===== src/design/sqi_pkg.sv =====
// ----------------------------------------------------------------------------
// Sorted insertion queue package
// Request and result item types, request and status codes, and the
// command that the sequencer broadcasts to the row of storage cells.
// ----------------------------------------------------------------------------
package sqi_pkg;

  // Request codes carried in an input item.
  typedef enum logic [1:0] {
    REQ_INSERT = 2'd0,
    REQ_REMOVE = 2'd1,
    REQ_LIST   = 2'd2,
    REQ_ROTATE = 2'd3
  } sqi_req_e;

  // Status codes carried in a result item.
  typedef enum logic [1:0] {
    STAT_OK    = 2'd0,
    STAT_FULL  = 2'd1,
    STAT_EMPTY = 2'd2,
    STAT_RANGE = 2'd3
  } sqi_status_e;

  // Operation that every cell performs.
  typedef enum logic [1:0] {
    OP_HOLD   = 2'd0,
    OP_INSERT = 2'd1,
    OP_REMOVE = 2'd2,
    OP_ROTATE = 2'd3
  } sqi_op_e;

  // Input item.
  typedef struct packed {
    sqi_req_e           req_type;
    logic signed [31:0] value;
    logic [3:0]         start_index;
  } sqi_req_t;

  // Result item.
  typedef struct packed {
    logic signed [31:0] item;
    sqi_status_e        status;
    logic               last;
  } sqi_rsp_t;

  // Command broadcast to all cells.
  typedef struct packed {
    sqi_op_e            op;
    logic signed [31:0] value;
    logic signed [31:0] head;
  } sqi_cell_ctl_t;

endpackage


===== src/design/sqi_cell.sv =====
// ----------------------------------------------------------------------------
// Sorted insertion queue storage cell
// Holds one stored value. Compares it against the broadcast insert value
// and takes its own value, its left or its right neighbor's value, the insert
// value or the broadcast head value as the command demands.
// ----------------------------------------------------------------------------
module sqi_cell
  import sqi_pkg::*;
(
  input  logic               clk_i,
  input  sqi_cell_ctl_t      ctl_i,
  input  logic               occupied_i,
  input  logic               tail_i,
  input  logic               left_ge_i,
  input  logic signed [31:0] left_data_i,
  input  logic signed [31:0] right_data_i,
  output logic signed [31:0] entry_o,
  output logic               ge_o
);

  logic signed [31:0] entry_q, entry_d;

  // The cell sits at or past the insert position when it is empty or its
  // value is greater than or equal to the new value.
  assign ge_o = !occupied_i || !($signed(entry_q) < $signed(ctl_i.value));

  // Next value of the cell.
  always_comb begin
    entry_d = entry_q;
    case (ctl_i.op)
      OP_INSERT: begin
        if (ge_o) begin
          entry_d = left_ge_i ? left_data_i : ctl_i.value;
        end
      end
      OP_REMOVE: begin
        entry_d = right_data_i;
      end
      OP_ROTATE: begin
        entry_d = tail_i ? ctl_i.head : right_data_i;
      end
      default: begin
        entry_d = entry_q;
      end
    endcase
  end

  always_ff @(posedge clk_i) begin
    entry_q <= entry_d;
  end

  assign entry_o = entry_q;

endmodule


===== src/design/sorted_insertion_queue.sv =====
// ----------------------------------------------------------------------------
// Sorted insertion queue
// Keeps up to SLOTS signed values in ascending order in a row of cells.
// ----------------------------------------------------------------------------
// An insert or a remove keeps busy low, and its single result item appears on
// rsp_o with rsp_valid_o high in the next cycle. Error and empty replies also
// appear in the next cycle. A list request rotates the whole row once, one
// position per cycle, holding busy while it walks, and emits one item per cycle.
// A rotate request walks the row around twice so that the stored order comes
// back intact, holding busy while it walks; its items come out one per cycle
// from the start position onward. The receiver cannot stall the block: every
// result item is on the result port for exactly one cycle, and the final item
// of each request has last set.
// ----------------------------------------------------------------------------
module sorted_insertion_queue
  import sqi_pkg::*;
#(
  parameter int SLOTS = 16
) (
  input  logic     clk_i,
  input  logic     rst_ni,
  input  logic     start,
  output logic     busy,
  input  sqi_req_t req_i,
  output logic     rsp_valid_o,
  output sqi_rsp_t rsp_o
);

  localparam int FW = $clog2(SLOTS + 1);
  localparam int KW = $clog2(2 * SLOTS);
  localparam int SW = (FW > 4) ? FW : 4;

  typedef enum logic [1:0] {
    S_IDLE = 2'b01,
    S_WALK = 2'b10
  } sqi_state_e;

  sqi_state_e state_q, state_d;
  logic [FW-1:0] fill_q, fill_d;
  logic [KW-1:0] k_q, k_d;
  logic [KW-1:0] start_q, start_d;
  logic [KW-1:0] win_end_q, win_end_d;
  logic [KW-1:0] end_q, end_d;
  logic          rot_q, rot_d;
  logic          emit_q, emit_d;
  logic signed [31:0] first_q, first_d;
  logic          rsp_valid_q, rsp_valid_d;
  sqi_rsp_t      rsp_q, rsp_d;

  sqi_cell_ctl_t      ctl;
  logic signed [31:0] entry [SLOTS];
  logic               ge [SLOTS];

  logic          accept;
  logic          walk_req;
  logic          range_err;
  logic [KW-1:0] fill_k;
  logic          active;
  logic          is_last;
  logic signed [31:0] cmp_val;

  assign accept    = start && !busy;
  assign fill_k    = KW'(fill_q);
  assign range_err = SW'(req_i.start_index) >= SW'(fill_q);
  assign walk_req  = (fill_q != '0) &&
                     ((req_i.req_type == REQ_LIST) ||
                      ((req_i.req_type == REQ_ROTATE) && !range_err));

  // Row of storage cells.
  for (genvar i = 0; i < SLOTS; i++) begin : g_cell
    logic               left_ge;
    logic signed [31:0] left_data;
    logic signed [31:0] right_data;

    if (i == 0) begin : g_first
      assign left_ge   = 1'b0;
      assign left_data = ctl.value;
    end else begin : g_mid
      assign left_ge   = ge[i-1];
      assign left_data = entry[i-1];
    end

    if (i == SLOTS - 1) begin : g_end
      assign right_data = entry[i];
    end else begin : g_inner
      assign right_data = entry[i+1];
    end

    sqi_cell u_cell (
      .clk_i        (clk_i),
      .ctl_i        (ctl),
      .occupied_i   (FW'(i) < fill_q),
      .tail_i       (FW'(i) == fill_q - FW'(1)),
      .left_ge_i    (left_ge),
      .left_data_i  (left_data),
      .right_data_i (right_data),
      .entry_o      (entry[i]),
      .ge_o         (ge[i])
    );
  end

  // During a walk the head cell shows the entry at step k modulo fill.
  assign active  = emit_q && (k_q >= start_q);
  assign cmp_val = (k_q == start_q) ? entry[0] : first_q;
  assign is_last = (k_q == win_end_q) || (rot_q && (entry[1] == cmp_val));

  // Sequencer.
  always_comb begin
    state_d     = state_q;
    fill_d      = fill_q;
    k_d         = k_q;
    start_d     = start_q;
    win_end_d   = win_end_q;
    end_d       = end_q;
    rot_d       = rot_q;
    emit_d      = emit_q;
    first_d     = first_q;
    rsp_valid_d = 1'b0;
    rsp_d       = rsp_q;
    ctl.op      = OP_HOLD;
    ctl.value   = req_i.value;
    ctl.head    = entry[0];

    case (state_q)
      S_IDLE: begin
        if (accept) begin
          rsp_valid_d = !walk_req;
          rsp_d.item   = '0;
          rsp_d.status = STAT_OK;
          rsp_d.last   = 1'b1;
          case (req_i.req_type)
            REQ_INSERT: begin
              if (fill_q == FW'(SLOTS)) begin
                rsp_d.status = STAT_FULL;
              end else begin
                ctl.op     = OP_INSERT;
                fill_d     = fill_q + FW'(1);
                rsp_d.item = req_i.value;
              end
            end
            REQ_REMOVE: begin
              if (fill_q == '0) begin
                rsp_d.status = STAT_EMPTY;
              end else begin
                ctl.op     = OP_REMOVE;
                fill_d     = fill_q - FW'(1);
                rsp_d.item = entry[0];
              end
            end
            REQ_LIST, REQ_ROTATE: begin
              if (fill_q == '0) begin
                rsp_d.status = STAT_EMPTY;
              end else if (walk_req) begin
                state_d = S_WALK;
                k_d     = '0;
                emit_d  = 1'b1;
                if (req_i.req_type == REQ_LIST) begin
                  rot_d     = 1'b0;
                  start_d   = '0;
                  win_end_d = fill_k - KW'(1);
                  end_d     = fill_k - KW'(1);
                end else begin
                  rot_d     = 1'b1;
                  start_d   = KW'(req_i.start_index);
                  win_end_d = KW'(req_i.start_index) + fill_k - KW'(1);
                  end_d     = (fill_k << 1) - KW'(1);
                end
              end else begin
                rsp_d.status = STAT_RANGE;
              end
            end
            default: begin
              rsp_valid_d = 1'b0;
            end
          endcase
        end
      end
      S_WALK: begin
        ctl.op = OP_ROTATE;
        k_d    = k_q + KW'(1);
        if (k_q == start_q) begin
          first_d = entry[0];
        end
        if (active) begin
          rsp_valid_d  = 1'b1;
          rsp_d.item   = entry[0];
          rsp_d.status = STAT_OK;
          rsp_d.last   = is_last;
          if (is_last) begin
            emit_d = 1'b0;
          end
        end
        if (k_q == end_q) begin
          state_d = S_IDLE;
        end
      end
      default: begin
        state_d = S_IDLE;
      end
    endcase
  end

  // Control registers.
  always_ff @(posedge clk_i or negedge rst_ni) begin
    if (!rst_ni) begin
      state_q     <= S_IDLE;
      fill_q      <= '0;
      k_q         <= '0;
      emit_q      <= 1'b0;
      rsp_valid_q <= 1'b0;
    end else begin
      state_q     <= state_d;
      fill_q      <= fill_d;
      k_q         <= k_d;
      emit_q      <= emit_d;
      rsp_valid_q <= rsp_valid_d;
    end
  end

  // Walk bounds and result payload.
  always_ff @(posedge clk_i) begin
    start_q   <= start_d;
    win_end_q <= win_end_d;
    end_q     <= end_d;
    rot_q     <= rot_d;
    first_q   <= first_d;
    rsp_q     <= rsp_d;
  end

  assign busy        = (state_q == S_WALK);
  assign rsp_valid_o = rsp_valid_q;
  assign rsp_o       = rsp_q;

  // The count of stored values never exceeds the number of cells.
  assert property (@(posedge clk_i) disable iff (!rst_ni) fill_q <= FW'(SLOTS))
    else $error("fill count exceeds the number of cells");

  // A request that needs no walk answers in the next cycle.
  assert property (@(posedge clk_i) disable iff (!rst_ni)
    (accept && !walk_req) |=> rsp_valid_o)
    else $error("single-result item got no reply");

  // A walk never changes the number of stored values.
  assert property (@(posedge clk_i) disable iff (!rst_ni)
    (state_q == S_WALK) |=> (fill_q == $past(fill_q)))
    else $error("fill changed during a walk");

  // Emission has ended by the time the walk finishes.
  assert property (@(posedge clk_i) disable iff (!rst_ni)
    ((state_q == S_WALK) && (k_q == end_q)) |-> (!emit_q || (k_q == win_end_q)))
    else $error("walk finished with items left to emit");

  // Each walk closes with a result that has last set.
  assert property (@(posedge clk_i) disable iff (!rst_ni)
    ((state_q == S_WALK) && active && is_last) |=> (rsp_valid_o && rsp_o.last))
    else $error("final walk item lost its last mark");

endmodule

===== config.mk =====
export PLATFORM = sky130hd
export DESIGN_NAME = sorted_insertion_queue
export DESIGN_NICKNAME = d
export VERILOG_FILES = /design/src/design/sqi_pkg.sv /design/src/design/sqi_cell.sv /design/src/design/sorted_insertion_queue.sv
export SDC_FILE = /design/constraint.sdc
export NUM_CORES = 2
export LEC_CHECK = 0
export BUFFER_PORTS_ARGS = -buffer_cell sky130_fd_sc_hd__buf_2
export CAP_MARGIN = 20
export CORE_UTILIZATION = 35
export DETAILED_ROUTE_END_ITERATION = 10
export SYNTH_ARGS = -nofsm -noshare
export SYNTH_HDL_FRONTEND = slang
export SYNTH_HIERARCHICAL = 1
export SYNTH_SLANG_ARGS = --single-unit

===== constraint.sdc =====
create_clock -name clk_i -period 9 [get_ports clk_i]
set_input_delay 0.9 -clock clk_i [delete_from_list [all_inputs] [get_ports clk_i]]
set_output_delay 0.9 -clock clk_i [all_outputs]
set_load 0.02 [all_outputs]

==> qor.txt <==
Avg Inst Size Synth -> 9.25 um^2
post-route ant nets -> 0
Vias -> 39302
clock latency on the worst-skew pair -> 0.66 ns
layout cells sized above 1 -> 6.12%
Worst EP arrival -> 5.29 ns
Final Util -> 38.8%
yosys warns -> 6
first-pass detailed-route iteration total -> 5
final HPWL from detailed placement -> 108000 um
Core Area -> 138000 um^2
Worst Setup Start Kind -> flop
CP endpoint kind -> flop
routed len/inst -> 19.7 um
initial core utilization -> 35.5%
Tot Pwr -> 16.5 mW
IO Pins -> 78
first-pass GRT wire length -> 219000 um
Synthesized Nets -> 5862
cts bufs inserted -> 74
Max transition margin -> 24.3%
Max Fclk -> 203 MHz
status -> completed
Synth Instances -> 5299
power per cell area -> 308 nW/um^2
vias in the first global route -> 38099
chip height -> 376 um
initial antenna violation count -> 3
DR vias/cell -> 5.52
global route overflow -> 0
RSZ-0062 raised after global routing -> no
Min Clock Period, post-route -> 4.93 ns
DRT Wirelength -> 140000 um
clock tree buffer depth -> 3
max-cap viol count -> 0
R2R Setup Slk -> 4.07 ns
row count -> 136
Final setup viols -> 0
post_cts resized -> 0
Pleak -> 24.7 nW
clk slew on worst S/H paths -> 0.06 ns
initial detailed-routing violation count -> 2745
Die Wd -> 376 um
drt drc -> 0
period utilization -> 54.8%
Max FO, Critical Path -> 242
WS Path Type -> flop to flop
GRT Resource Usage Total -> 19.5%
Sum Neg Setup Slack -> 0 ns
Area growth syn-to-layout -> 9.27%
maximum VDD drop -> 222 uV
clock sinks -> 608
postcts setup bufs -> 0
H-tree depth -> 3
clock root cell -> clkbuf_16
worst slew pin tran -> 1.13 ns
mapped cell area -> 49000 um^2
Final Hold Fails -> 0
largest net degree at the start of global routing -> 243
WP data required -> 9.36 ns
IO buf count -> 77
Max Slew Vio Count -> 0
Layout Skew -> 0.0255 ns
RePlAce Congestion -> 0.883
Die Area -> 142000 um^2
worst hold path class -> input pin to asynchronous set/reset pin
CTS tree -> built
final-stage net count -> 5763
CTS hold repair buffers -> 0
[metrics by stage]
step | hold WS [ns] | instance area (um^2) | std cells | setup slack (ns)
final | 0.172 | 53600 | 7125 | 4.07
after CTS | 0.141 | 53600 | 7124 | 4.17
after floorplan | 0.489 | 49000 | 5299 | 2.24
after global routing | 0.176 | 53600 | 7124 | 3.80
after global placement | 0.506 | 51300 | 6987 | 4.28
after detailed placement | 0.510 | 51300 | 6987 | 4.20
[routing by layer]
metal,up-vias,track usage (%),wire (um)
met4,2,6.37,4620
met3,200,2.12,6560
li1,19507,-,-
met2,950,32.5,64900
met1,18643,26.1,64400
met5,-,0,8
[cells in the final DEF, fill, tap and decap left out, types with 21 or more instances in the layout]
master       n
nor2_1     618
edfxtp_1   594
nand2_1    209
a21o_1      21
o21ai_0     96
nand2b_1    32
a21oi_1    729
nand4_1     85
mux2i_1    519
nand3_1     49
buf_4       43
ha_1       520
nor2b_1     24
a211oi_1   542
clkbuf_1    22
buf_2       77
inv_1      557
clkbuf_16   75
a22o_1      33
[critical path, cell delays in order, from the launching register on]
cell and delay, ns:
dfrtp_1 0.68, inv_1 0.28, ha_1 0.41, and2_1 0.26
nor2_1 0.14, a31oi_1 0.14, nor2_4 0.15, buf_12 0.50
buf_12 0.69, buf_12 0.76, a21oi_1 0.16
[flip-flops by register name, summed over array words and instances (netlist names)]
signal,flops
rsp_valid_o,1
fill_k,5
first_q,32
rot_q,1
win_end_q,5
start_q,4
state_q,2
g_cell.u_cell/entry_o,512
k_q,5
rsp_o,35
emit_q,1
end_q,5
[where the power goes]
part           total [mW]  internal, mW  switching, mW
clock                2.94          1.67           1.27
combinational        7.68          2.90           4.79
sequential           5.86          4.84           1.03
total                16.5          9.40           7.08
[area by class of cell]
type                       count  area, um^2
tap                         1863        2330
inverter                     558        2090
clock buffer                  99        1990
multi-input combinational   3834       27900
clock inverter                38         327
sequential                   608       18200
timing repair buffer         124         788
antenna                        1        2.50
fill                       13904       84600
[final timing paths]
check,startpoint,to,cells past startpoint
worst max-delay path,fill_k[0]$_DFFE_PN0P_,g_cell[7].u_cell/entry_o[14]$_DFFE_PP_,10
worst min-delay path,rst_ni,rsp_valid_o$_DFF_PN0_,1
worst max register to register,fill_k[0]$_DFFE_PN0P_,g_cell[7].u_cell/entry_o[14]$_DFFE_PP_,10
worst min register to register,state_q[0]$_DFFE_PN1P_,state_q[0]$_DFFE_PN1P_,2
max in group asynchronous,rst_ni,state_q[0]$_DFFE_PN1P_,1
min in group clk_i,state_q[0]$_DFFE_PN1P_,state_q[0]$_DFFE_PN1P_,2
Power figures use the tool's default switching activity.
